`config.mk`:
```
export PLATFORM = sky130hd
export DESIGN_NAME = mec_queue
export DESIGN_NICKNAME = d
export VERILOG_FILES = /design/src/rtl/mec_pkg.sv /design/src/rtl/mec_queue.sv
export SDC_FILE = /design/constraint.sdc
export NUM_CORES = 1
export LEC_CHECK = 0
export ABC_AREA = 1
export BUFFER_PORTS_ARGS = -buffer_cell sky130_fd_sc_hd__buf_2
export CORE_UTILIZATION = 46
export CTS_CLUSTER_DIAMETER = 150
export DETAILED_ROUTE_END_ITERATION = 8
export GPL_ROUTABILITY_DRIVEN = 0
export PLACE_DENSITY = 0.71
export SLEW_MARGIN = 10
export SYNTH_ARGS = -nofsm -noshare
export SYNTH_HDL_FRONTEND = slang
export SYNTH_SLANG_ARGS = --single-unit
```
`constraint.sdc`:
```
create_clock -name i_clk -period 7.3 [get_ports i_clk]
set_input_delay 1.095 -clock i_clk [delete_from_list [all_inputs] [get_ports i_clk]]
set_output_delay 1.095 -clock i_clk [all_outputs]
set_load 0.01 [all_outputs]
```
`src/rtl/mec_pkg.sv`:
```
`timescale 1ns / 1ps
// mec_pkg: shared types and constants of the escape classifier
// holds fixed-point constants, register indexes, region codes and fsm states
// no dependencies
package mec_pkg;

    // q4.28 fixed-point format
    localparam int unsigned Q_W        = 32;
    localparam int unsigned FRAC_W     = 28;
    localparam int unsigned STEP_W     = 28;
    localparam int unsigned COLOR_W    = 24;
    localparam int unsigned PROD_W     = 64;
    // width of the update sum before saturation
    localparam int unsigned SUM_W      = 37;

    // offsets that shift the pixel grid onto the complex plane
    localparam logic [63:0] RE_OFFSET  = 64'd402653184;   // 1.5 in q4.28
    localparam logic [63:0] IM_OFFSET  = 64'd268435456;   // 1.0 in q4.28
    // largest product that still maps inside q4.28 after the offset
    localparam logic [63:0] RE_SAT_LIM = 64'd2550136831;
    localparam logic [63:0] IM_SAT_LIM = 64'd2415919103;
    localparam logic [Q_W-1:0] Q_MAX   = 32'h7fff_ffff;
    localparam logic [Q_W-1:0] Q_MIN   = 32'h8000_0000;

    // configuration port
    localparam int unsigned CFG_ADDR_W = 3;
    localparam int unsigned CFG_DATA_W = 28;

    typedef enum logic [CFG_ADDR_W-1:0] {
        CFG_ITER_LIMIT    = 3'd0,
        CFG_REAL_STEP     = 3'd1,
        CFG_IMAG_STEP     = 3'd2,
        CFG_INSIDE_COLOR  = 3'd3,
        CFG_RIM_COLOR     = 3'd4,
        CFG_OUTSIDE_COLOR = 3'd5
    } t_cfg_addr;

    // register values after reset
    localparam int unsigned          RST_ITER_LIMIT    = 100;
    localparam logic [STEP_W-1:0]    RST_REAL_STEP     = 28'd536871;
    localparam logic [STEP_W-1:0]    RST_IMAG_STEP     = 28'd536871;
    localparam logic [COLOR_W-1:0]   RST_INSIDE_COLOR  = 24'h000000;
    localparam logic [COLOR_W-1:0]   RST_RIM_COLOR     = 24'hffffff;
    localparam logic [COLOR_W-1:0]   RST_OUTSIDE_COLOR = 24'h0000ff;

    // result region codes
    typedef enum logic [1:0] {
        REGION_OUTSIDE = 2'd0,
        REGION_RIM     = 2'd1,
        REGION_INSIDE  = 2'd2
    } t_region;

    // iteration engine states
    typedef enum logic [1:0] {
        S_IDLE = 2'd0,
        S_MUL  = 2'd1,
        S_UPD  = 2'd2,
        S_DONE = 2'd3
    } t_eng_state;

    // point c handed from the front end to the engine
    typedef struct packed {
        logic signed [Q_W-1:0] c_re;
        logic signed [Q_W-1:0] c_im;
    } t_point;

    // queue status seen by both sides
    typedef struct packed {
        logic full;
        logic empty;
    } t_queue_status;

    // color registers used by the engine
    typedef struct packed {
        logic [COLOR_W-1:0] inner;
        logic [COLOR_W-1:0] rim;
        logic [COLOR_W-1:0] outside;
    } t_colors;

    localparam int unsigned QUEUE_DEPTH = 2;

endpackage

```
`src/rtl/mec_queue.sv`:
```
`timescale 1ns / 1ps
// mec_queue: short flop queue of points between front end and engine
// depth set by the package
// depends on mec_pkg
module mec_queue (
    input  logic                   i_clk,
    input  logic                   i_rst_n,
    input  logic                   i_push,
    input  mec_pkg::t_point        i_point,
    input  logic                   i_pop,
    output mec_pkg::t_point        o_point,
    output mec_pkg::t_queue_status o_status
);

    localparam int unsigned DEPTH = mec_pkg::QUEUE_DEPTH;
    localparam int unsigned PTR_W = (DEPTH > 1) ? $clog2(DEPTH) : 1;
    localparam int unsigned CNT_W = $clog2(DEPTH + 1);

    mec_pkg::t_point    r_mem [DEPTH];
    logic [PTR_W-1:0]   r_wr_ptr;
    logic [PTR_W-1:0]   r_rd_ptr;
    logic [CNT_W-1:0]   r_count;
    logic [PTR_W-1:0]   n_wr_ptr;
    logic [PTR_W-1:0]   n_rd_ptr;

    assign o_status.full  = (r_count == CNT_W'(DEPTH));
    assign o_status.empty = (r_count == '0);
    assign o_point        = r_mem[r_rd_ptr];

    // pointer wrap
    always_comb begin
        n_wr_ptr = (r_wr_ptr == PTR_W'(DEPTH - 1)) ? '0 : r_wr_ptr + 1'b1;
        n_rd_ptr = (r_rd_ptr == PTR_W'(DEPTH - 1)) ? '0 : r_rd_ptr + 1'b1;
    end

    always_ff @(posedge i_clk) begin
        if (!i_rst_n) begin
            r_wr_ptr <= '0;
            r_rd_ptr <= '0;
            r_count  <= '0;
        end else begin
            if (i_push) begin
                r_wr_ptr <= n_wr_ptr;
            end
            if (i_pop) begin
                r_rd_ptr <= n_rd_ptr;
            end
            if (i_push && !i_pop) begin
                r_count <= r_count + 1'b1;
            end else if (i_pop && !i_push) begin
                r_count <= r_count - 1'b1;
            end
        end
    end

    // storage, payload only
    always_ff @(posedge i_clk) begin
        if (i_push) begin
            r_mem[r_wr_ptr] <= i_point;
        end
    end

endmodule

```
Word level (Yosys, flattened, before mapping)
Memories as Yosys holds them, arrays and structs flattened. A register that Yosys moved wholly into a read port is not among the register bits.
Cells that the tools add are included.
W data, S select, Z words.
- bits in registers: 4
- memory bits (writable): 128
- output and inout bits: 66
- word-level logic and storage cells: 23
- memories: 1
- memories (memory ; depth ; width ; read ports ; clocked after memory_dff ; wr ports ; line ; text):
    r_mem ; 2 ; 64 ; 1 ; 1 ; 1 ; mec_queue.sv:19 ; mec_pkg::t_point r_mem [DEPTH];
- add/sub/neg operators: 4
- equality and inequality tests: 1
- multiplexer cells: 8
- reduce and logical (&&, ||, !) cells: 6
- operators with widths (cell ; number):
    $mux W1 ; 6
    $mux W2 ; 2
    $add A1 B1 Y1 const B ; 2
    $add A2 B1 Y2 const B ; 1
    $eq A2 B2 Y1 const B ; 1
    $logic_and A1 B1 Y1 ; 2
    $logic_not A1 Y1 ; 2
    $logic_not A2 Y1 ; 1
    $reduce_bool A2 Y1 ; 1
    $sub A2 B1 Y2 const B ; 1

Depth between registers and ports, before layout
- depth after elaboration: 4
- gate-level depth with buffers: 8
- mapped depth without buffers: 8

Worst setup path before layout
Ideal clock, no wire load.
- path kind: input to register
- start: input i_push
- end: memory r_mem[0][0] (netlist bit) (enable)
- arrival time: 3.819 ns
- data required time: 6.812 ns
- setup slack: 2.993 ns
- stages on the path: 2
- cell sequence: inv_1 nor2_1
- longest elaborated chain between the ends: 2
- ends and longest elaborated chain (what ; line ; text):
    from (decl) ; mec_queue.sv:8 ; input logic i_push,
    $mux W1 ; mec_queue.sv:58 ; if (i_push) begin
    $mux W1 (implied by the code) ; mec_queue.sv:59 ; r_mem[r_wr_ptr] <= i_point;
    to (decl) ; mec_queue.sv:19 ;
No other way between the ends.

==> results.md <==
* Pwr dens at 303 nW/um^2
* Syn Std Cell Area at 5150 um^2
* Drt wl/cell at 15.6 um
* Pleak at 0.00266 uW
* Antenna Nets Post-Route at 0
* Final core utilization at 0.601
* Net Count, Synth at ~300
* Ant. Diodes at 0
* Worst path arrival time at 2310 ps
* Remaining routing DRC violations at 0
* Initial Util at 0.473
* Data required, critical path at approximately 6200 ps
* Largest family of logic cells by synthesized area: multiplexers
* Synthesis Warnings at 0
* Largest stage delay on the critical path at 870 ps
* Die Y at 108 um
* Via count at 2505
* Max H-tree Level at 4
* Outcome: completed
* Tmin final at 3400 ps
* Post-synthesis cell type count at 14
* Ports at 134
* RSZ-0062 raised after global routing: no
* Critical Path Fanout Max at 64
* Post-synthesis mux area share at 0.184
* Post-Syn Instances at 234
* Post-route clock skew at roughly 6.8 ps
* Clk Latency, worst-skew pair at 510 ps
* Worst setup path class: flip-flop to primary output
* Vias in the first global route at 2566
* CTS tree: done
* Share of cells above drive strength 1 at 0.590
* Sequential area share after synthesis at 0.766
* Max-slew violations at 0
* Setup TNS at 0 ps
* Grt ovf at 0
* Initial antenna violation count at 0
* Clock Pin Slew Worst Setup and Hold Paths at around 60 ps
* First-pass GRT wire length at 12400 um
* 1st-pass router iterations at 4
* Core Region at 10900 um^2
* Via/cell ratio at around 4.7
* Setup violators final at 0
* CP Capture Type: primary output
* FP Rows at 38
* 1st-iter DRT viols at 76
* Die area at 11600 um^2
* Post-cts resize count at 0
* Slowest CP cell: buf_4
* Die W at 108 um
* Max-Cap Viols at 0
* XOR/XNOR share of the synthesized area at 0
* Worst-margin pin slew at 1150 ps
* Fin crit share at 0.466
* Worst relative slew slack at 0.231
* Post-synthesis simple-gate area fraction at 0.0146
* Synth Area in Adders at 0.00243
* Root Driver: clkbuf_8
* Hold_buf cts at 0
* Tot GR Track Use at 0.154
* Nets at between 400 and 500
* HPWL Detailed at 5230 um
* Final Hold Fails at 0
* Synth Register Bits at 133
* Syn avg cell area at 22.0 um^2
* Layout area overhead at 27.0%
* Input/output buffers at 133
* Total CTS buffers at 17
* Routed WL at 8350 um
* Maximum vdd drop at 139 uV
* HP Class: flip-flop to flip-flop
* Pin count of the biggest net entering global routing at 65
* Crit-path cells: buf_4 -> mux2_2 -> buf_2
* Critical Path Source Type: flip-flop
* Post-synthesis compound-gate area fraction at 0.00194
* Setup bufs post-CTS at 0
* Clock buffer depth at 2
* Clock sink count at roughly 130
* Fmax at 294 MHz
==> layer usage <==
| metal | vias up | share of wire | track usage |
|---|---|---|---|
| met5 | - | 0 | 0 |
| met2 | 84 | 0.53 | 0.263 |
| met1 | 1202 | 0.39 | 0.160 |
| li1 | 1206 | - | - |
| met4 | 0 | 0.022 | 0.0900 |
| met3 | 13 | 0.060 | 0.0599 |
==> report_power, final <==
part	switching [uW]	internal, uW	total (uW)
sequential	11.0	883	894
combinational	84.6	89.4	174
clock	291	624	915
==> critical path, delay by kind of cell, from the launching register on <==
kind | cells | cell delay [ps]
flops | 1 | 330
buf+inv | 2 | 1010
mux | 1 | 420
==> path summary, 6_finish.rpt <==
check / start / endpoint / slack [ps] / cells after the start
setup / recovery: flip-flop / o_point[43] / 3900 / 3
hold / removal: r_rd_ptr$_SDFFE_PN0P_ / flip-flop / 510 / 2
setup reg to reg: r_wr_ptr$_SDFFE_PN0P_ / r_mem[1][46]$_DFFE_PP_ / 5400 / 3
hold reg to reg: r_rd_ptr$_SDFFE_PN0P_ / flip-flop / 510 / 2
==> cell type report <==
class | instances | area, um^2
repair buffers | 136 | 688
well taps | 140 | 175
inverters | 8 | 30.0
fillers | 814 | 4350
clock inverters | 9 | 173
clock buffers | 23 | 477
multi-input cells | 86 | 1050
flip-flops and latches | 133 | 3950
==> flip-flops by register name (all words and copies together), names as in the netlist, named ones only <==
register	cells
r_count	2
r_mem	128
r_rd_ptr	1
r_wr_ptr	1
==> cells by family after synthesis <==
family                   count (synthesis)
AO/OA/AOI/OAI                            2
adder cells (fa/ha/maj)                  1
buffers and inverters                   15
flip-flops                             133
multiplexers                            64
AND/OR/NAND/NOR                         19
==> metrics by stage <==
| stage | instances | cell area (um^2) | worst slack [ps] | hold slack, ps | power (uW) |
|---|---|---|---|---|---|
| 4_1_cts | 535 | 6540 | 3830 | 508 | 2010 |
| 6_report | 535 | 6540 | 3900 | 505 | 1980 |
| 3_3_place_gp | 503 | 5890 | 4420 | 478 | 1080 |
| 3_5_place_dp | 503 | 5890 | 4410 | 485 | 1090 |
| 5_1_grt | 535 | 6540 | 3760 | 536 | 2050 |
| 2_1_floorplan | 234 | 5150 | 2990 | 463 | 1030 |
==> synth_stat cells <==
cell type | count | area, um^2
a21oi_1 | 1 | 5.00
buf_12 | 6 | 120
buf_6 | 1 | 11.3
dfxtp_1 | 5 | 100
edfxtp_1 | 128 | 3840
ha_1 | 1 | 12.5
inv_1 | 8 | 30.0
mux2_2 | 4 | 45.0
mux2_4 | 60 | 901
nand2_1 | 8 | 30.0
nand3_1 | 1 | 5.00
nand4_1 | 1 | 6.26
nor2_1 | 9 | 33.8
o21ai_0 | 1 | 5.00
==> layout by cell type, fill, tap and decap left out <==
cell        count
o21ai_0         1
dfxtp_1         4
a21oi_1         1
nor2_4          1
buf_4           3
nand3_1         1
inv_1           7
clkbuf_1        2
clkbuf_16      16
nand2_1         8
clkinvlp_4      1
clkinv_2        3
inv_2           1
bufinv_16       5
ha_1            1
mux2_4         60
nand4_1         1
nor2_1          8
mux2_2          4
clkbuf_8        5
dfxtp_4         1
edfxtp_1      128
buf_2         133
(Power assumes the default switching activity.)
