<file path="config.mk">
export PLATFORM = sky130hd
export DESIGN_NAME = mec_front
export DESIGN_NICKNAME = d
export VERILOG_FILES = /design/src/rtl/mec_pkg.sv /design/src/rtl/mec_front.sv
export SDC_FILE = /design/constraint.sdc
export NUM_CORES = 2
export LEC_CHECK = 0
export ABC_AREA = 1
export CORE_ASPECT_RATIO = 2
export CORE_MARGIN = 4
export CORE_UTILIZATION = 60
export CTS_BUF_LIST = sky130_fd_sc_hd__clkbuf_16
export CTS_CLUSTER_DIAMETER = 80
export DETAILED_ROUTE_END_ITERATION = 8
export DONT_BUFFER_PORTS = 1
export HOLD_SLACK_MARGIN = 0.02
export PLACE_DENSITY = 0.76
export RECOVER_POWER = 50
export SLEW_MARGIN = 5
export SYNTH_ARGS = -nofsm -noshare
export SYNTH_HDL_FRONTEND = slang
export SYNTH_SLANG_ARGS = --single-unit
</file>
<file path="constraint.sdc">
create_clock -name i_clk -period 9.85 [get_ports i_clk]
set_clock_uncertainty 0.1 [all_clocks]
set_input_delay 0.985 -clock i_clk [delete_from_list [all_inputs] [get_ports i_clk]]
set_output_delay 0.985 -clock i_clk [all_outputs]
set_load 0.01 [all_outputs]
</file>
<file path="src/rtl/mec_pkg.sv">
`timescale 1ns / 1ps
// mec_pkg: shared types and constants of the escape classifier
// holds fixed-point constants, register indexes, region codes and fsm states
// no dependencies
package mec_pkg;

    // q4.28 fixed-point format
    localparam int unsigned Q_W        = 32;
    localparam int unsigned FRAC_W     = 28;
    localparam int unsigned STEP_W     = 28;
    localparam int unsigned COLOR_W    = 24;
    localparam int unsigned PROD_W     = 64;
    // width of the update sum before saturation
    localparam int unsigned SUM_W      = 37;

    // offsets that shift the pixel grid onto the complex plane
    localparam logic [63:0] RE_OFFSET  = 64'd402653184;   // 1.5 in q4.28
    localparam logic [63:0] IM_OFFSET  = 64'd268435456;   // 1.0 in q4.28
    // largest product that still maps inside q4.28 after the offset
    localparam logic [63:0] RE_SAT_LIM = 64'd2550136831;
    localparam logic [63:0] IM_SAT_LIM = 64'd2415919103;
    localparam logic [Q_W-1:0] Q_MAX   = 32'h7fff_ffff;
    localparam logic [Q_W-1:0] Q_MIN   = 32'h8000_0000;

    // configuration port
    localparam int unsigned CFG_ADDR_W = 3;
    localparam int unsigned CFG_DATA_W = 28;

    typedef enum logic [CFG_ADDR_W-1:0] {
        CFG_ITER_LIMIT    = 3'd0,
        CFG_REAL_STEP     = 3'd1,
        CFG_IMAG_STEP     = 3'd2,
        CFG_INSIDE_COLOR  = 3'd3,
        CFG_RIM_COLOR     = 3'd4,
        CFG_OUTSIDE_COLOR = 3'd5
    } t_cfg_addr;

    // register values after reset
    localparam int unsigned          RST_ITER_LIMIT    = 100;
    localparam logic [STEP_W-1:0]    RST_REAL_STEP     = 28'd536871;
    localparam logic [STEP_W-1:0]    RST_IMAG_STEP     = 28'd536871;
    localparam logic [COLOR_W-1:0]   RST_INSIDE_COLOR  = 24'h000000;
    localparam logic [COLOR_W-1:0]   RST_RIM_COLOR     = 24'hffffff;
    localparam logic [COLOR_W-1:0]   RST_OUTSIDE_COLOR = 24'h0000ff;

    // result region codes
    typedef enum logic [1:0] {
        REGION_OUTSIDE = 2'd0,
        REGION_RIM     = 2'd1,
        REGION_INSIDE  = 2'd2
    } t_region;

    // iteration engine states
    typedef enum logic [1:0] {
        S_IDLE = 2'd0,
        S_MUL  = 2'd1,
        S_UPD  = 2'd2,
        S_DONE = 2'd3
    } t_eng_state;

    // point c handed from the front end to the engine
    typedef struct packed {
        logic signed [Q_W-1:0] c_re;
        logic signed [Q_W-1:0] c_im;
    } t_point;

    // queue status seen by both sides
    typedef struct packed {
        logic full;
        logic empty;
    } t_queue_status;

    // color registers used by the engine
    typedef struct packed {
        logic [COLOR_W-1:0] inner;
        logic [COLOR_W-1:0] rim;
        logic [COLOR_W-1:0] outside;
    } t_colors;

    localparam int unsigned QUEUE_DEPTH = 2;

endpackage

</file>
<file path="src/rtl/mec_front.sv">
`timescale 1ns / 1ps
// mec_front: accepts pixel transactions and maps row and column to point c
// two stages: step multiply, then offset and saturation into the queue
// depends on mec_pkg
module mec_front #(
    parameter int unsigned COORD_BITS = 12
) (
    input  logic                            i_clk,
    input  logic                            i_rst_n,
    input  logic                            i_valid,
    output logic                            o_ready,
    input  logic [COORD_BITS-1:0]           i_row,
    input  logic [COORD_BITS-1:0]           i_column,
    input  logic [mec_pkg::STEP_W-1:0]      i_real_step,
    input  logic [mec_pkg::STEP_W-1:0]      i_imag_step,
    input  mec_pkg::t_queue_status          i_q_status,
    output logic                            o_push,
    output mec_pkg::t_point                 o_point
);

    localparam int unsigned PW = COORD_BITS + mec_pkg::STEP_W;
    localparam logic [PW-1:0] RE_LIM = PW'(mec_pkg::RE_SAT_LIM);
    localparam logic [PW-1:0] IM_LIM = PW'(mec_pkg::IM_SAT_LIM);
    localparam logic [PW-1:0] RE_OFF = PW'(mec_pkg::RE_OFFSET);
    localparam logic [PW-1:0] IM_OFF = PW'(mec_pkg::IM_OFFSET);

    logic          r_valid;
    logic [PW-1:0] r_prod_re;
    logic [PW-1:0] r_prod_im;
    logic [PW-1:0] w_diff_re;
    logic [PW-1:0] w_diff_im;
    logic          w_accept;

    // stage one moves on whenever it is empty or its product has left for the queue
    assign o_push   = r_valid && !i_q_status.full;
    assign o_ready  = !r_valid || !i_q_status.full;
    assign w_accept = i_valid && o_ready;

    always_ff @(posedge i_clk) begin
        if (!i_rst_n) begin
            r_valid <= 1'b0;
        end else if (o_ready) begin
            r_valid <= i_valid;
        end
    end

    // step products, payload only
    always_ff @(posedge i_clk) begin
        if (w_accept) begin
            r_prod_re <= PW'(i_column) * PW'(i_real_step);
            r_prod_im <= PW'(i_row) * PW'(i_imag_step);
        end
    end

    // subtract the offset, clamp at the top of the q4.28 range
    assign w_diff_re = r_prod_re - RE_OFF;
    assign w_diff_im = r_prod_im - IM_OFF;

    always_comb begin
        if (r_prod_re > RE_LIM) begin
            o_point.c_re = mec_pkg::Q_MAX;
        end else begin
            o_point.c_re = w_diff_re[mec_pkg::Q_W-1:0];
        end
        if (r_prod_im > IM_LIM) begin
            o_point.c_im = mec_pkg::Q_MAX;
        end else begin
            o_point.c_im = w_diff_im[mec_pkg::Q_W-1:0];
        end
    end

endmodule

</file>
# Word level (Yosys, flattened, before mapping)
# Index checks and enable logic that the tools add are counted.
# word_totals
out_inout_bits	66
word_cells	16
register_bits	81
in_bits	85
# op_classes
n_mux	2
magnitude_cmp	2
reduce_logical	5
n_mul	2
n_addsub	2
# ops
cell	n
40-bit by 32-bit > comparator with 1-bit output (second input constant)	2
12-bit by 28-bit multiplier with 40-bit output	2
32-bit 2-to-1 mux	2
32-bit by 29-bit subtractor with 32-bit output (second input constant)	2
1-bit logical AND	2
1-bit zero test	2
1-bit logical OR	1

# Logic depth before layout (Yosys ltp)
# depth
ltp_word	3
ltp_mapped	26
mapped_depth_nobuf	24

# Worst setup path after synthesis
# No wires, ideal clock.
# synth_path
path_kind	input-to-reg
from	in i_column[3]
to	reg r_prod_re[37] (data pin)
path_slack_ps	4168
arrival_time_ps	5330
path_stages	22
setup_ps	252
required_time_ps	9498
n_path_buf	2
path_cell_list	clkbuf_1 buf_1 nand2_1 fa_1 inv_1 fa_1 fa_1 fa_1 inv_1 fa_1 inv_1 ha_1 nand2_1 inv_1 a21oi_1 nand3_1 nand2_1 nand2_1 nand2_1 nand2_1 nand2_1 nand2_1
# synth_via
elab_chain_cells	1
# synth_lines
item	line_no	rtl
start, declared	mec_front.sv:13	input logic [COORD_BITS-1:0] i_column,
12-bit by 28-bit multiplier with 40-bit output	mec_front.sv:50	r_prod_re <= PW'(i_column) * PW'(i_real_step);
end signal, assigned	mec_front.sv:50	
end, declared	mec_front.sv:28	logic [PW-1:0] r_prod_re;
# No other way between the ends.
# A chain may end at the register's enable or synchronous reset.

# Worst setup path in the final report
# layout_path
from	in i_column[3]
to	reg r_prod_re[28] (data pin)
# The elaborated chain is that of the path after synthesis.

==> run_results.csv <==
group,metric,value,unit
worst_setup_path,crit_required,9810,ps
grt,grt_pass1_vias,23400,
hold_path,hp-class,"reg2reg",
route,vias,20500,
logic_synthesis,ys_ff_latch,81,
place,dp.cells,3831,
route,first_pass_iters,5,
route,drtIter0Drc,921,
grt,grt_max_degree,81,
floorplan,coreArea,41900,um^2
worst_setup_path,crit_chain,"nand2_1, fa_1, fa_1, inv_1, fa_1, fa_1, inv_1, fa_1, inv_1, ha_1, nand2_1, nor2_1, inv_1, nor3_1, nand2_1, nand2_1, nand2_1, nand3_1, nand2_1",
clock_tree,cts_buffer_depth,2,
timing,tns,0,ps
clock_tree,clk_pin_slew_worst_paths,70,ps
outcome,status,"finished with violations",
worst_setup_path,slowest_delay,520,ps
worst_setup_path,crit_family,"adder cells",
logic_synthesis,netlist_top_cells_count,"1110 x nand2_1, 1015 x inv_1, 520 x fa_1",
logic_synthesis,synthFlopType,"edfxtp_1",
floorplan,row_count,106,
cells_and_area,antenna_cells,0,
logic_synthesis,synth_area_leaders,"fa_1 41%, nand2_1 16%, inv_1 15%",
route,antenna_left,0,
clock_tree,htreeDepth,3,
floorplan,fp.dieH,299,um
clock_tree,post_cts_buffers,0,
worst_setup_path,cpMaxStageDelayCell,"fa_1",
worst_setup_path,r2r_cells,2,
logic_synthesis,ys_seq_area_share,9.51,%
route,drt-total-wl,67.7,mm
cells_and_area,design_area,25900,um^2
worst_setup_path,crit_top_cell,"nand2_1",
worst_setup_path,startpoint_type,"input port",
logic_synthesis,yosys.area.top_type_share,40.9,%
clock_tree,cts_tree,"done",
hold_path,min_path_cells,2,
clock_tree,cts_resized,0,
worst_setup_path,worst-path-stages,19,
flow_run,drv_cap,1,
worst_setup_path,crit_type,"in2reg",
route,route.detailed.drc,0,
timing,worstMarginPinSlew,4310,ps
logic_synthesis,syn-cell-area,25500,um^2
timing,drv_slew,81,
timing,fmax,187,MHz
grt,grt-ovfl-total,0,
clock_tree,cts_hold_buf,0,
timing,worst_slew_margin_rel,-187,%
timing,fin_crit_sh,54.3,%
floorplan,die_area,46000,um^2
cells_and_area,multi_input_area,18700,um^2
cells_and_area,area_delta_synth_final,1.86,%
logic_synthesis,yosysWarnings,0,
route,viasPerCell,5.34,
grt,track_usage,30.6,%
grt,grt_pass1_wl,111,mm
clock_tree,cts-root-buf,"clkbuf_16",
timing,finalWorstPathRequiredPeriod,5340,ps
worst_setup_path,endpoint_kind,"register",
logic_synthesis,synth_top_cell_by_area,"fa_1",
logic_synthesis,synth.distinct_cells,29,
place,place.gp.congestion,0.967,
worst_setup_path,crit_arrival,5310,ps
logic_synthesis,synthCells,3424,
logic_synthesis,synthesis.nets,4188,
cells_and_area,stdcell_count,3847,
logic_synthesis,synth-edff-count,80,
cells_and_area,seqCellArea,2420,um^2
outcome,violations,"capacitance limit, slew limit",
place,io_buffers,0,
cells_and_area,drive_gt1_share,0.575,%
timing,rsz0062_at_grt,"false",
timing,setup_viol,0,
logic_synthesis,post_synth.cell_area_avg,7.44,um^2
logic_synthesis,ys_async_sr_fraction,0,%
clock_tree,cts_buffers,9,
place,hpwl,58.7,mm
place,place_area,25600,um^2
clock_tree,clkSinkCount,81,
floorplan,die_w,154,um
floorplan,pin_count,151,
timing,hold_viol,0,
cells_and_area,nFillCells,3814,
worst_setup_path,critPathMaxFanout,28,
floorplan,start_util,60.8,%
grt,antenna_found_initial,0,
logic_synthesis,synth.most_common_cell,"nand2_1",
cells_and_area,nets,4066,
route,routedWlPerCell,17.6,um
worst_setup_path,crit_buf_inv,4,
clock_tree,clk_latency,360,ps
## layout make-up
class | instances | area share [%]
Clock buffer | 9 | 0.868
Multi-Input combinational cell | 2192 | 72.1
Clock inverter | 7 | 0.342
Inverter | 1017 | 14.7
Sequential cell | 81 | 9.34
Timing Repair Buffer | 1 | 0.0145
Tap cell | 540 | 2.60
## kinds of logic (layout without fill, tap and decap cells)
logic type	Yosys count	after routing	synth area share (%)
compound gates	122	122	2.50
xor+xnor	43	43	1.48
fa+ha+maj	679	679	48.7
buf+inv	1151	1034	17.1
flops	81	81	9.51
simple gates	1348	1348	20.8
## state kept, by name, indices dropped and copies added, names as in the netlist
signal,cells
r_prod_im,40
r_prod_re,40
r_valid,1
## through the flow
| stage | util [%] | hold WS [ps] | worst slack [ps] |
|---|---|---|---|
| after floorplan | - | 446 | 4170 |
| after global placement | 61.2 | 502 | 4210 |
| after detailed placement | 61.2 | 525 | 4160 |
| after CTS | 61.9 | 534 | 4550 |
| after global routing | 61.9 | 568 | 4260 |
| final | 61.9 | 522 | 4510 |
## per-layer routing
metal | GRT usage (%) | share of wire, % | vias up
li1 | - | - | 9394
met1 | 25.7 | 28 | 10000
met2 | 61.4 | 58 | 763
met3 | 5.07 | 5.6 | 375
met4 | 22.6 | 9.0 | 0
met5 | 0 | 0 | -
## final timing paths
kind | start | to | slack (ps)
setup / recovery | i_column[3] | r_prod_re[28] | 4510
hold reg to reg | r_valid | r_valid | 520
hold / removal | r_valid | r_valid | 520
setup reg to reg | r_valid | r_prod_im[8] | 5710
## tightest hold or removal path, delay by kind of cell (launching register included)
family | cells | cell delay [ps]
AOI/OAI and AO/OA | 1 | 90
DFF | 1 | 340
and+or+nand+nor | 1 | 140
## cells in the final DEF, fill, tap and decap left out, types with 2 or more instances in the layout
cell | synthesis | routed
nand3_1 | 56 | 56
nor2_1 | 111 | 111
o21bai_1 | 7 | 7
nor4_1 | 5 | 5
clkbuf_16 | 0 | 9
nor3_1 | 23 | 23
nand4_1 | 9 | 9
or2_0 | 0 | 16
o21ai_0 | 39 | 39
fa_1 | 520 | 520
and2_1 | 3 | 3
edfxtp_1 | 80 | 80
or2_1 | 28 | 12
a31oi_1 | 2 | 2
clkinv_4 | 0 | 2
xnor2_1 | 8 | 8
a21oi_1 | 72 | 71
nand2_1 | 1110 | 1111
ha_1 | 159 | 159
inv_6 | 0 | 2
inv_1 | 1015 | 1016
xor2_1 | 35 | 35
Power is left out: the tool's default activity adds up to more than one toggle a clock period on the data nets, which glitch-free logic cannot reach.
